--- config.mk ---
export PLATFORM = sky130hd
export DESIGN_NAME = decimal_seven_segment_writer
export DESIGN_NICKNAME = d
export VERILOG_FILES = /design/src/rtl/dssw_pkg.sv /design/src/rtl/dssw_div10.sv /design/src/rtl/dssw_seq.sv /design/src/rtl/decimal_seven_segment_writer.sv
export SDC_FILE = /design/constraint.sdc
export NUM_CORES = 1
export LEC_CHECK = 0
export BUFFER_PORTS_ARGS = -buffer_cell sky130_fd_sc_hd__buf_4
export CAP_MARGIN = 20
export CORE_MARGIN = 1.5
export CORE_UTILIZATION = 57
export DETAILED_ROUTE_END_ITERATION = 10
export GPL_TIMING_DRIVEN = 0
export PLACE_DENSITY = 0.87
export SLEW_MARGIN = 15
export SYNTH_ARGS = -nofsm -noshare
export SYNTH_HDL_FRONTEND = slang
export SYNTH_SLANG_ARGS = --single-unit
--- constraint.sdc ---
create_clock -name clk -period 5.7 [get_ports clk]
set_input_delay 0 -clock clk [delete_from_list [all_inputs] [get_ports clk]]
set_output_delay 0 -clock clk [all_outputs]
set_load 0.02 [all_outputs]
--- src/rtl/dssw_pkg.sv ---
`default_nettype none
package dssw_pkg;

  localparam int MAX_DIGITS_DEFAULT = 5;
  localparam int VALUE_W = 16;
  localparam int ADDR_W = 8;
  localparam int PATTERN_W = 7;
  localparam logic [ADDR_W-1:0] BASE_ADDRESS_RESET = 8'd146;

  // Reciprocal of ten: (v * 52429) >> 19 equals v / 10 for every 16-bit v
  localparam logic [16:0] RECIP_TEN = 17'd52429;
  localparam int RECIP_SHIFT = 19;

  typedef enum logic {
    SEQ_IDLE,
    SEQ_RUN
  } seq_state_t;

  typedef struct packed {
    logic [VALUE_W-1:0]   quotient;
    logic                 quotient_zero;
    logic [PATTERN_W-1:0] pattern;
  } digit_t;

  function automatic logic [PATTERN_W-1:0] seg_pattern(input logic [3:0] digit);
    logic [PATTERN_W-1:0] pat;
    unique case (digit)
      4'd0:    pat = 7'h5F;
      4'd1:    pat = 7'h06;
      4'd2:    pat = 7'h6B;
      4'd3:    pat = 7'h2F;
      4'd4:    pat = 7'h36;
      4'd5:    pat = 7'h3D;
      4'd6:    pat = 7'h7D;
      4'd7:    pat = 7'h07;
      4'd8:    pat = 7'h7F;
      4'd9:    pat = 7'h3F;
      default: pat = '0;
    endcase
    return pat;
  endfunction

endpackage
`default_nettype wire

--- src/rtl/dssw_div10.sv ---
`default_nettype none
module dssw_div10 (
  input  wire logic [dssw_pkg::VALUE_W-1:0] work,
  output dssw_pkg::digit_t                  digit
);
  import dssw_pkg::*;

  logic [VALUE_W+16:0]  product;
  logic [VALUE_W-1:0]   quotient;
  logic [VALUE_W-1:0]   times_ten;
  logic [VALUE_W-1:0]   remainder;

  always_comb begin
    product   = (VALUE_W+17)'(work) * (VALUE_W+17)'(RECIP_TEN);
    quotient  = VALUE_W'(product >> RECIP_SHIFT);
    // q * 10 as q * 8 + q * 2
    times_ten = (quotient << 3) + (quotient << 1);
    remainder = work - times_ten;

    digit.quotient      = quotient;
    digit.quotient_zero = (quotient == '0);
    digit.pattern       = seg_pattern(remainder[3:0]);
  end

endmodule
`default_nettype wire

--- src/rtl/dssw_seq.sv ---
`default_nettype none
module dssw_seq #(
  parameter int MAX_DIGITS = dssw_pkg::MAX_DIGITS_DEFAULT
) (
  input  wire logic                           clk,
  input  wire logic                           rst,
  input  wire logic                           start,
  input  wire logic [dssw_pkg::VALUE_W-1:0]   value,
  input  wire logic                           write_enable,
  input  wire logic [dssw_pkg::ADDR_W-1:0]    write_data,
  input  wire dssw_pkg::digit_t               digit,
  output logic [dssw_pkg::VALUE_W-1:0]        work,
  output logic                                busy,
  output logic                                segment_write,
  output logic [dssw_pkg::ADDR_W-1:0]         segment_address,
  output logic [dssw_pkg::PATTERN_W-1:0]      segment_pattern,
  output logic                                last_write
);
  import dssw_pkg::*;

  localparam int POS_W = $clog2(MAX_DIGITS + 1);
  localparam logic [POS_W-1:0] POS_LAST = POS_W'(MAX_DIGITS);

  seq_state_t         state;
  seq_state_t         state_next;
  logic [POS_W-1:0]   position;
  logic [ADDR_W-1:0]  base_address;
  logic               accept;
  logic               final_digit;

  assign accept      = start && !busy;
  assign final_digit = digit.quotient_zero || (position == POS_LAST);

  always_ff @(posedge clk) begin
    if (rst) begin
      state <= SEQ_IDLE;
    end else begin
      state <= state_next;
    end
  end

  always_comb begin
    state_next = state;
    busy       = (state == SEQ_RUN);
    unique case (state)
      SEQ_IDLE: begin
        if (start) begin
          state_next = SEQ_RUN;
        end
      end
      SEQ_RUN: begin
        if (final_digit) begin
          state_next = SEQ_IDLE;
        end
      end
      default: state_next = SEQ_IDLE;
    endcase
  end

  always_ff @(posedge clk) begin
    if (rst) begin
      base_address <= BASE_ADDRESS_RESET;
    end else if (write_enable) begin
      base_address <= write_data;
    end
  end

  // Load the request, then strip one digit per cycle through the shared divider
  always_ff @(posedge clk) begin
    if (accept) begin
      work     <= value;
      position <= POS_W'(1);
    end else if (busy) begin
      work     <= digit.quotient;
      position <= position + POS_W'(1);
    end
  end

  always_ff @(posedge clk) begin
    if (rst) begin
      segment_write <= 1'b0;
      last_write    <= 1'b0;
    end else begin
      segment_write <= busy;
      last_write    <= busy && final_digit;
    end
  end

  always_ff @(posedge clk) begin
    if (busy) begin
      segment_address <= base_address + ADDR_W'(position);
      segment_pattern <= digit.pattern;
    end
  end

endmodule
`default_nettype wire

--- src/rtl/decimal_seven_segment_writer.sv ---
`default_nettype none
// Decimal seven-segment writer.
// Request channel: raise start with value; the request is taken on a rising
// edge where start is high and busy is low. busy stays high while digits are
// being produced and no new request is taken meanwhile.
// Result channel: one write per decimal digit, units digit first. Each write
// is shown for exactly one cycle with segment_write high; segment_address is
// the base register plus the digit position (1 for units), segment_pattern is
// the seven-segment code, and last_write marks the most significant digit.
// Timing: a request is registered as the working value, and each digit write
// is then registered from the divider output, one write per cycle; busy
// stays high until the last digit is produced, and a new request is taken
// only after busy falls. The rate is set by the single divide-by-ten unit,
// which yields one digit per cycle. At most MAX_DIGITS writes per value.
// The base register is loaded whenever write_enable is high.
// Reset (rst, synchronous) returns the sequencer to idle, drops any pending
// writes and sets the base register to 146. The receiver cannot stall.
module decimal_seven_segment_writer #(
  parameter int MAX_DIGITS = dssw_pkg::MAX_DIGITS_DEFAULT
) (
  input  wire logic                           clk,
  input  wire logic                           rst,
  input  wire logic                           start,
  output logic                                busy,
  input  wire logic [dssw_pkg::VALUE_W-1:0]   value,
  input  wire logic                           write_enable,
  input  wire logic [dssw_pkg::ADDR_W-1:0]    write_data,
  output logic                                segment_write,
  output logic [dssw_pkg::ADDR_W-1:0]         segment_address,
  output logic [dssw_pkg::PATTERN_W-1:0]      segment_pattern,
  output logic                                last_write
);
  import dssw_pkg::*;

  logic [VALUE_W-1:0] work;
  digit_t             digit;

  dssw_div10 u_div10 (
    .work  (work),
    .digit (digit)
  );

  dssw_seq #(
    .MAX_DIGITS (MAX_DIGITS)
  ) u_seq (
    .clk             (clk),
    .rst             (rst),
    .start           (start),
    .value           (value),
    .write_enable    (write_enable),
    .write_data      (write_data),
    .digit           (digit),
    .work            (work),
    .busy            (busy),
    .segment_write   (segment_write),
    .segment_address (segment_address),
    .segment_pattern (segment_pattern),
    .last_write      (last_write)
  );

`ifndef SYNTHESIS
  a_write_follows_busy: assert property (@(posedge clk) disable iff (rst)
    segment_write |-> $past(busy))
    else $error("digit write without a running conversion");

  a_request_starts: assert property (@(posedge clk) disable iff (rst)
    (start && !busy) |=> busy)
    else $error("accepted request did not start a conversion");

  a_last_is_write: assert property (@(posedge clk) disable iff (rst)
    last_write |-> segment_write)
    else $error("last flag without a write");

  a_digits_contiguous: assert property (@(posedge clk) disable iff (rst)
    (segment_write && !last_write) |=> segment_write)
    else $error("digit sequence broken before its last write");
`endif

endmodule
`default_nettype wire

==> impl_results.md, run 1 <==
* TritonCTS clock tree: built
* Most common cell in the netlist: inv_1
* Worst-path maximum fanout at 4
* Layout Cells excl Fill at about 1000
* Period minus WS final at ~6300 ps
* Vias at between 6000 and 7000
* Synth cell types at just under 60
* CP endpoint kind: register
* RePlAce Congestion at between 0.9 and 1
* Post-synth EDFFs at 31
* Critical Path RT at roughly 5800 ps
* DRC Markers at 0
* Final wirelength at between 20 and 30 mm
* # rows at 40
* Worst-path clk slew at 70 ps
* Worst Hold Class: in2reg
* Largest cells by area after synthesis: ha_1 (25%), fa_1 (22%), edfxtp_1 (13%), inv_1 (11%), dfxtp_1 (3.9%)
* Filler cell count at 677
* Worst R2R Start: u_seq.work[7]$_DFFE_PP_
* Die area at 13200 um2
* Initial antenna violation count at 0
* Place WS at -648 ps
* Synth warn at 0
* Critical Path AT at 6310 ps
* Starting DRT DRC Count at 679
* Die Ht at approximately 120 um
* Fmax at between 150 and 200 MHz
* Layout cells sized above 1 at 25.4%
* Hpwl dp at 13.6 mm
* Final Hold Vio Count at 1
* Post-synth top area share at 25.0%
* Crit path kind: reg2reg
* Worst hold margin at -6.53 ps
* CP startpoint: u_seq.work[7]$_DFFE_PP_
* Synthesized net count at between 900 and 1000
* Seq cells post-synth at between 40 and 50
* Post-route ant nets at 0
* CTS HTree Levels at 2
* Synthesized cell area at 7150 um2
* Status: complete, but fails checks
* Clock Sink Count at 45
* Failing checks: negative hold slack, negative setup slack
* Placed cell count at 960
* Boundary Pins at 46
* Root Buffer: clkbuf_16
* Drt pass-1 iters at 7
* Startpoint types: register
* Layout net count at between 1000 and 1500
* Max_slew headroom at 50.1%
* Final setup margin at -561 ps
* Die Width at 115 um
* Final setup violation count at 16
* Largest net degree at the start of global routing at 19
* Clk_skew at 9.24 ps
* Worst hold start: value[15]
* Drt via density at about 6.4
* Final Max Slew Viols at 0
* Clk buf depth at 2
* Period Utilization, post-route at 110%
* Worst-margin pin slew at approximately 750 ps
* Core area at around 12000 um2
* Mapped Cells at 748
* Total GRT Usage at 32.7%
* Clock Latency Late Sink at roughly 300 ps
* Initial core utilization at between 50% and 60%
* Drt wl/cell at between 20 and 25 um
* Vias in the first global route at 6486
* Seq/Total Area, Yosys at about 17%
* Grt ovf at 0
* First-pass GRT wire length at around 33 mm
* ANT cells at 0
* Share of flip-flops with an asynchronous set or reset at 0%
* Num CTS Buffers at 5
* Mean post-synth cell area at about 9.6 um2
* RSZ-0062 raised after global routing: true
* Cell taking the most area after synthesis: ha_1
* Ys flop type: edfxtp_1
* Area grow syn2layout at 26.5%
* Max-cap violations at 0
* Number of port buffers at 44
* Synth top cells by count: inv_1 (201), ha_1 (143), fa_1 (80), nand2_1 (41), edfxtp_1 (31)
cell families after synthesis:
family / synth area share (%)
and+or+nand+nor: 8.22
AOI/OAI and AO/OA: 9.54
xor gates and xnor gates: 4.04
DFF: 16.9
muxes: 2.80
buffers and inverters: 11.0
adders and majority gates: 47.4
final cells by class:
cell class | count | area, um2 | area share [%]
clock inverter | 3 | 23.8 | 0.263
inverter | 201 | 757 | 8.37
sequential | 45 | 1210 | 13.4
clock buffer | 5 | 125 | 1.38
buffer | 7 | 45.0 | 0.498
tap | 168 | 210 | 2.32
timing repair buffer | 113 | 907 | 10.0
multi-input combinational | 493 | 5770 | 63.7
timing repair:
item,in CTS,in global routing
setup buffers,37,18
gates resized for setup,40,64
hold buffers,14,0
endpoints found under the hold margin,15,0
endpoints found under the setup margin,17,20
gates cloned,0,1
pin swaps,24,36
registers in the layout, summed over array words and instances, names as in the netlist:
register               cells
u_seq.base_address         8
u_seq.busy                 1
u_seq.last_write           1
u_seq.position             3
u_seq.segment_address      8
u_seq.segment_pattern      7
u_seq.segment_write        1
u_seq.work                16
path summary, 6_finish.rpt:
check                                                           to  slack, ps  depth (start not counted)
worst min-delay path                  u_seq.work[15]$_SDFFCE_PN0P_         -7                          2
worst max-delay path            u_seq.segment_pattern[0]$_DFFE_PP_       -560                         22
worst min register to register      u_seq.position[0]$_SDFFE_PP1P_        530                          1
worst max register to register  u_seq.segment_pattern[0]$_DFFE_PP_       -560                         22
critical path, cell delays in order (launching register included):
cell	delay [ps]
edfxtp_1	560
ha_4	350
inv_2	50
fa_1	540
inv_1	70
fa_1	510
fa_1	440
fa_1	500
inv_1	50
fa_1	490
inv_2	70
ha_4	250
a21oi_4	170
o21ai_2	110
or3_4	420
o311ai_4	400
nor2_4	90
ha_4	290
buf_4	130
ha_2	190
nor2_1	60
o21ai_1	170
o21ai_1	100
per-layer routing:
layer | global-route usage [%] | vias to the layer above | part of all wire (%)
li1 | - | 2655 | -
met1 | 39.2 | 3083 | 33
met2 | 57.2 | 601 | 47
met3 | 4.64 | 239 | 10
met4 | 17.1 | 0 | 9.4
met5 | 0 | - | 0
cell usage in the layout, fill, tap and decap left out, types with 17 or more instances in the layout:
cell type	Yosys	final
nor2_1	25	21
fa_1	80	77
a21oi_1	23	17
inv_1	201	186
nand2_1	41	36
buf_4	0	95
ha_4	0	19
ha_1	143	117
edfxtp_1	31	31
stage by stage:
| step | util (%) | TNS (ps) | instance area (um2) | hold slack, ps |
|---|---|---|---|---|
| after floorplan | - | -1.51 | 7290 | 72.4 |
| after global placement | 64.7 | -5600 | 7840 | 207 |
| after detailed placement | 64.7 | -6350 | 7840 | 219 |
| after CTS | 71.0 | -2270 | 8600 | 1.33 |
| after global routing | 74.7 | -7160 | 9050 | 11.4 |
| final | 74.7 | -5390 | 9050 | -6.53 |
Power of run 1 is not shown: default switching activity piles up to over one toggle a cycle in this logic, so the estimate is an artifact.
==> inputs of run 2 (changes only) <==
--- a/config.mk
+++ b/config.mk
@@ -5,14 +5,15 @@
 export SDC_FILE = /design/constraint.sdc
 export NUM_CORES = 1
 export LEC_CHECK = 0
-export BUFFER_PORTS_ARGS = -buffer_cell sky130_fd_sc_hd__buf_4
 export CAP_MARGIN = 20
 export CORE_MARGIN = 1.5
-export CORE_UTILIZATION = 57
+export CORE_UTILIZATION = 67
 export DETAILED_ROUTE_END_ITERATION = 10
+export DONT_BUFFER_PORTS = 1
 export GPL_TIMING_DRIVEN = 0
-export PLACE_DENSITY = 0.87
+export PLACE_DENSITY = 0.91
 export SLEW_MARGIN = 15
 export SYNTH_ARGS = -nofsm -noshare
 export SYNTH_HDL_FRONTEND = slang
+export SYNTH_HIERARCHICAL = 1
 export SYNTH_SLANG_ARGS = --single-unit
==> constraint.sdc (replaced) <==
create_clock -name clk -period 6.3 [get_ports clk]
set_input_delay 0 -clock clk [delete_from_list [all_inputs] [get_ports clk]]
set_output_delay 0 -clock clk [all_outputs]
set_load 0.02 [all_outputs]
==> run 2 against run 1 <==
- wire length shrank 3.6%
- critical path depth grew 3
- via count shrank 9.5%
- worst hold slack gained 39 ps
- the flow finishes with violations (negative setup slack)
- non-clock buffer count shrank 32
- critical endpoint is now u_seq/busy$_SDFF_PP0_
==> impl_results.md, run 2 <==
* Status: complete, but fails checks
* Failing checks: negative setup slack
* Place WS at -828 ps
* DP Area at 7030 um2
* Synthesized cell area at between 6000 and 7000 um2
* Critical Path RT at roughly 6500 ps
* Post-synth top area share at about a quarter
* Seq cells post-synth at 45
* Initial antenna violation count at 0
* First-pass GRT wire length at ~33 mm
* Drt via density at roughly 6.7
* Period minus WS final at roughly 7000 ps
* Core area at 9860 um2
* Die Width at 104 um
* Mean post-synth cell area at between 10 and 15 um2
* RePlAce Congestion at 1.06
* Synth Area in Adders at about half
* Final setup margin at -640 ps
* Clk buf depth at 2
* Final Max Slew Viols at 0
* Fmax at about 140 MHz
* Mux cell area share after synthesis at under 10%
* Clock Sink Count at between 40 and 50
* Largest net degree at the start of global routing at 18
* Final setup violation count at 11
* Crit path kind: reg2reg
* Die Ht at about 100 um
* Startpoint types: register
* Root Buffer: clkbuf_8
* ANT cells at 0
* Vias at between 5000 and 6000
* Num CTS Buffers at 5
* Number of port buffers at 0
* Drt wl/cell at between 20 and 30 um
* Mapped Cells at 668
* Boundary Pins at 46
* Most frequent cells in the layout: inv_1 (165), ha_1 (120), fa_1 (78)
* Clk_skew at 23.3 ps
* Most common cell in the netlist: inv_1
* Max reg flops at 16
* CTS HTree Levels at 2
* Share of flip-flops with an asynchronous set or reset at 0%
* Largest regs: u_seq/work x16, u_seq/base_address x8, u_seq/segment_address x8
* DRC Markers at 0
* Synth cell types at 52
* Area grow syn2layout at 21.1%
* Layout net count at between 1000 and 1500
* Vias in the first global route at between 6000 and 7000
* Period Utilization, post-route at 110%
* Cell taking the most area after synthesis: ha_1
* Final wirelength at ~24 mm
* Worst-path clk slew at around 120 ps
* Post-Synth XOR/XNOR Area at between 3 and 4%
* Clock Latency Late Sink at 330 ps
* Worst-path maximum fanout at 3
* Setup_tns at -4810 ps
* Simple-gate area share of the yosys netlist at under 10%
* Drt pass-1 iters at 7
* Seq/Total Area, Yosys at between 10% and 20%
* Synth warn at 6
* Ys flop type: edfxtp_1
* Post-synth EDFFs at 31
* Hpwl dp at 12.8 mm
* Grt ovf at 0
* # rows at 36
* Post-route ant nets at 0
* Initial core utilization at roughly 69%
* Total GRT Usage at ~40%
* Worst Hold Class: in2reg
* Most common cell after layout, fill and taps aside: inv_1
* Largest cells by area after synthesis: ha_1 (26%), fa_1 (24%), edfxtp_1 (14%), inv_1 (9.7%), dfxtp_1 (4.1%)
* Max_slew headroom at 36.7%
* Largest family of logic cells by synthesized area: adder cells
* Final Hold Vio Count at 0
* Layout cells sized above 1 at 21.4%
* Critical Path AT at a little over 7000 ps
* Starting DRT DRC Count at approximately 680
* Worst-margin pin slew at 948 ps
* Design area at 8290 um2
* CP endpoint kind: register
* Max-cap violations at 0
* TritonCTS clock tree: built
* Post-synthesis compound-gate area fraction at about 6%
* RSZ-0062 raised after global routing: true
* Largest register by flop count: u_seq/work
* Die area at between 10000 and 15000 um2
* Synth top cells by count: inv_1 (177), ha_1 (143), fa_1 (81), edfxtp_1 (31), nand2_1 (26)
[run 2: cell types whose count changed after synthesis, moves of 5 or more]
cell / delta
inv_1: -24
clkbuf_1: -7
o21ai_0: -15
nor2_1: -8
and3_1: -5
a21o_1: -6
mux2_4: +9
nand2_1: -15
[run 2: layout make-up]
| type | instances | area, um2 |
|---|---|---|
| sequential | 45 | 1210 |
| inverter | 177 | 671 |
| clock buffer | 5 | 68.8 |
| buffer | 8 | 73.8 |
| multi-input combinational | 440 | 5390 |
| timing repair buffer | 80 | 686 |
| fill | 398 | 1580 |
| tap | 133 | 166 |
| clock inverter | 3 | 21.3 |
[run 2: logic make-up after synthesis]
kind of cell | Yosys count
flip-flops | 45
multiplexers | 29
AND/OR/NAND/NOR | 91
AO/OA/AOI/OAI | 63
buffers and inverters | 185
XOR/XNOR | 30
adder cells (fa/ha/maj) | 224
other | 1
[run 2: path summary, 6_finish.rpt]
check	from	endpoint	slack, ps	cells past startpoint
min	rst	u_seq/base_address[6]$_SDFFE_PP0P_	30	2
max	u_seq/work[0]$_DFFE_PP_	u_seq/busy$_SDFF_PP0_	-640	25
max reg2reg	u_seq/work[0]$_DFFE_PP_	u_seq/busy$_SDFF_PP0_	-640	25
min reg2reg	u_seq/base_address[7]$_SDFFE_PP1P_	u_seq/base_address[7]$_SDFFE_PP1P_	570	2
[run 2: metrics by stage]
stage / utilization (%) / std cells / hold slack [ps]
floorplan: - / 670 / 91.6
global placement: 71.3 / 803 / 96.4
detailed placement: 71.3 / 803 / 101
CTS: 80.5 / 875 / 19.2
global route: 84.0 / 891 / 65.7
finish: 84.0 / 891 / 32.0
[run 2: what timing repair did]
item,4_1_cts,5_1_grt
pin swaps,45,23
gates resized for setup,44,49
hold endpoints to repair,27,0
hold buffers,25,0
setup buffers,39,16
setup endpoints to repair,12,12
[run 2: critical path: stages, from the launching register on]
cell        delay, ps
edfxtp_1          540
inv_2              90
ha_4              300
clkinvlp_4        160
ha_4              310
inv_2              40
fa_2              560
inv_2              40
fa_2              420
fa_1              530
inv_2              50
fa_1              540
inv_2              60
ha_4              260
a21oi_4           270
nor2b_4           120
nor4_4            350
nor2_2             60
or3_4             390
xor2_2            170
or4_4             500
or4_4             450
nor4_4            270
a21oi_2           100
nand2_1           120
a21oi_1            70
[run 2: routing by layer]
| metal | up-vias | part of all wire, % | GRT usage (%) |
|---|---|---|---|
| met5 | - | 0 | 0 |
| met2 | 634 | 46 | 68.7 |
| li1 | 2327 | - | - |
| met4 | 0 | 9.6 | 26.2 |
| met1 | 2775 | 32 | 43.9 |
| met3 | 214 | 12 | 9.65 |
Power of run 2 is left out for the same reason.
==> inputs of run 3 (changes only) <==
--- a/config.mk
+++ b/config.mk
@@ -5,6 +5,7 @@
 export SDC_FILE = /design/constraint.sdc
 export NUM_CORES = 1
 export LEC_CHECK = 0
+export ABC_AREA = 1
 export CAP_MARGIN = 20
 export CORE_MARGIN = 1.5
 export CORE_UTILIZATION = 67
@@ -12,7 +13,6 @@
 export DONT_BUFFER_PORTS = 1
 export GPL_TIMING_DRIVEN = 0
 export PLACE_DENSITY = 0.91
-export SLEW_MARGIN = 15
 export SYNTH_ARGS = -nofsm -noshare
 export SYNTH_HDL_FRONTEND = slang
 export SYNTH_HIERARCHICAL = 1
==> run 3 against run 2 <==
- the run still ends with negative setup slack left
- cell area up 7.2%
- worst setup slack improved by 550 ps
- non-clock buffer count decreased by 12
- clock skew decreased by 15 ps
- die area up 12%
- area after synthesis rose by 12%
- flip-flop and latch count is the same
==> impl_results.md, run 3 <==
* Drt pass-1 iters at 7
* Synth top cells by count: nand2_1 (262), inv_1 (261), ha_1 (143), fa_1 (81), nor2_1 (46)
* Worst reg-to-reg path cell count at 27
* Critical Path AT at ~6400 ps
* Period minus WS final at approximately 6400 ps
* Seq/Total Area, Yosys at 15.7%
* Fmax at approximately 160 MHz
* Mapped Cells at around 1000
* Simple-gate area share of the yosys netlist at 21.0%
* Grt ovf at 0
* Worst hold margin at about 50 ps
* Clock Sink Count at 45
* Vias at 7042
* Core area at between 10000 and 15000 um2
* Most common cell after layout, fill and taps aside: nand2_1
* Register-to-register path setup slack at -90 ps
* Post-synth EDFFs at 31
* Largest family of logic cells by synthesized area: adder cells
* CP endpoint: u_seq/segment_pattern[3]$_DFFE_PP_
* Total GRT Usage at between 30% and 40%
* Boundary Pins at 46
* Root Buffer: clkbuf_16
* ANT cells at 0
* Clock Latency Late Sink at slightly below 300 ps
* Area grow syn2layout at 15.5%
* Worst-path clk slew at approximately 70 ps
* Synth cell types at 38
* Post-Route Utilization at about four fifths
* Layout cells sized above 1 at a little under an eighth
* Post-route ant nets at 0
* Layout Cells excl Fill at roughly 1200
* Status: complete, but fails checks
* # rows at 38
* Vias in the first global route at about 6700
* TritonCTS clock tree: built
* Crit-path slowest cell: fa_1
* Num CTS Buffers at 5
* Worst R2R Start: u_seq/work[3]$_DFFE_PP_
* Most common cell in the netlist: nand2_1
* Starting DRT DRC Count at 847
* Startpoint types: register
* CP endpoint kind: register
* Crit path kind: reg2reg
* Reg2reg end: u_seq/segment_pattern[3]$_DFFE_PP_
* Final wirelength at around 24 mm
* Largest regs: u_seq/work x16, u_seq/base_address x8, u_seq/segment_address x8
* Place WS at -164 ps
* Final Max Slew Viols at 0
* Worst-path maximum fanout at 4
* Synth Area in Adders at between 40 and 50%
* Worst path max stage delay at 580 ps
* DRC Markers at 0
* Post-synth top area share at between 20% and 30%
* Critical Path RT at 6340 ps
* Worst Hold Class: in2reg
* Initial antenna violation count at 1
* Max-cap violations at 0
* Period Utilization, post-route at 101%
* Placed cell count at between 1000 and 1500
* Die Ht at about 110 um
* Die area at roughly 12000 um2
* Clk_skew at between 7 and 8 ps
* Crit path top cell by count: nand2_1
* Final setup violation count at 5
* Hpwl dp at between 15 and 20 mm
* Largest cells by area after synthesis: ha_1 (23%), fa_1 (21%), nand2_1 (13%), inv_1 (13%), edfxtp_1 (12%)
* CTS HTree Levels at 2
* Clk buf depth at 2
* Worst hold path cell count at 2
* Synthesized cell area at around 7700 um2
* Number of port buffers at 0
* Share of flip-flops with an asynchronous set or reset at 0%
* Synth warn at 6
* First-pass GRT wire length at between 30 and 40 mm
* Mean post-synth cell area at between 7 and 8 um2
* Seq cells post-synth at 45
* Die Width at 110 um
* Cell taking the most area after synthesis: ha_1
* Mux cell area share after synthesis at 0%
* Ys flop type: edfxtp_1
* Final Hold Vio Count at 0
* Drt wl/cell at a little under 20 um
* Initial core utilization at a little over two thirds
* Max reg flops at 16
* Post-Synth XOR/XNOR Area at ~1.3%
* Largest register by flop count: u_seq/work
* Largest net degree at the start of global routing at 23
* Failing checks: negative setup slack
* Worst-margin pin slew at ~670 ps
* Drt via density at between 5 and 6
* CP startpoint: u_seq/work[3]$_DFFE_PP_
* Most frequent cells in the layout: nand2_1 (255), inv_1 (254), ha_1 (129)
* Max_slew headroom at between 50% and 60%
* RePlAce Congestion at between 0.9 and 1
* Post-synthesis compound-gate area fraction at under 10%
* Layout net count at between 1000 and 1500
* Final setup margin at -88.2 ps
-- run 3: logic make-up (layout without fill, tap and decap cells) --
family / Yosys count / count (layout)
and+or+nand+nor: 383 / 383
buffers and inverters: 272 / 350
adders and majority gates: 224 / 224
AOI/OAI and AO/OA: 56 / 56
DFF: 45 / 45
xor gates and xnor gates: 11 / 11
other: 1 / 3
-- run 3: final cells by class --
cell class,count,area [um2]
clock inverter,3,20.0
tap,140,175
buffer,6,46.3
timing repair buffer,70,622
sequential,45,1210
clock buffer,5,125
multi-input combinational,677,5690
fill,645,2140
inverter,266,1000
-- run 3: worst min-delay path by stage --
stage / startpoint / slack (ps) / end
3_3_place_gp: rst / 70 / u_seq/segment_write$_SDFF_PP0_
5_1_grt: write_enable / 80 / u_seq/base_address[4]$_SDFFE_PP1P_
4_1_cts: write_enable / 20 / u_seq/base_address[7]$_SDFFE_PP1P_
2_1_floorplan: rst / 70 / u_seq/last_write$_SDFF_PP0_
6_report: write_enable / 50 / u_seq/base_address[4]$_SDFFE_PP1P_
3_5_place_dp: rst / 80 / u_seq/segment_write$_SDFF_PP0_
-- run 3: routing by layer --
layer  track usage [%]  up-vias  share of wire [%]
met5                 0        -              0.066
met1              45.0     3238                 36
li1                  -     3175                  -
met4              13.0        2                6.8
met3              7.70      146                 12
met2              61.5      481                 45
-- run 3: metrics by stage --
step | area [um2] | TNS [ps]
final | 8890 | -198
after global routing | 8890 | -2200
after CTS | 8440 | 0
after detailed placement | 7880 | -533
after global placement | 7880 | -306
after floorplan | 7700 | 0
-- run 3: timing repair --
item | 4_1_cts | 5_1_grt
buffers inserted | 15 | 28
endpoints found under the hold margin | 28 | 0
gates resized for setup | 9 | 44
hold buffers | 26 | 0
setup endpoints to repair | 6 | 7
pin swaps | 2 | 22
cloned | 0 | 0
-- run 3: worst max-delay path, delay by kind of cell (launching register included) --
| family | cells | cell delay [ps] |
|---|---|---|
| AND/OR/NAND/NOR | 11 | 1030 |
| buffers and inverters | 7 | 550 |
| flip-flops | 1 | 510 |
| adder cells (fa/ha/maj) | 9 | 4050 |
Power of run 3 is left out for the same reason.
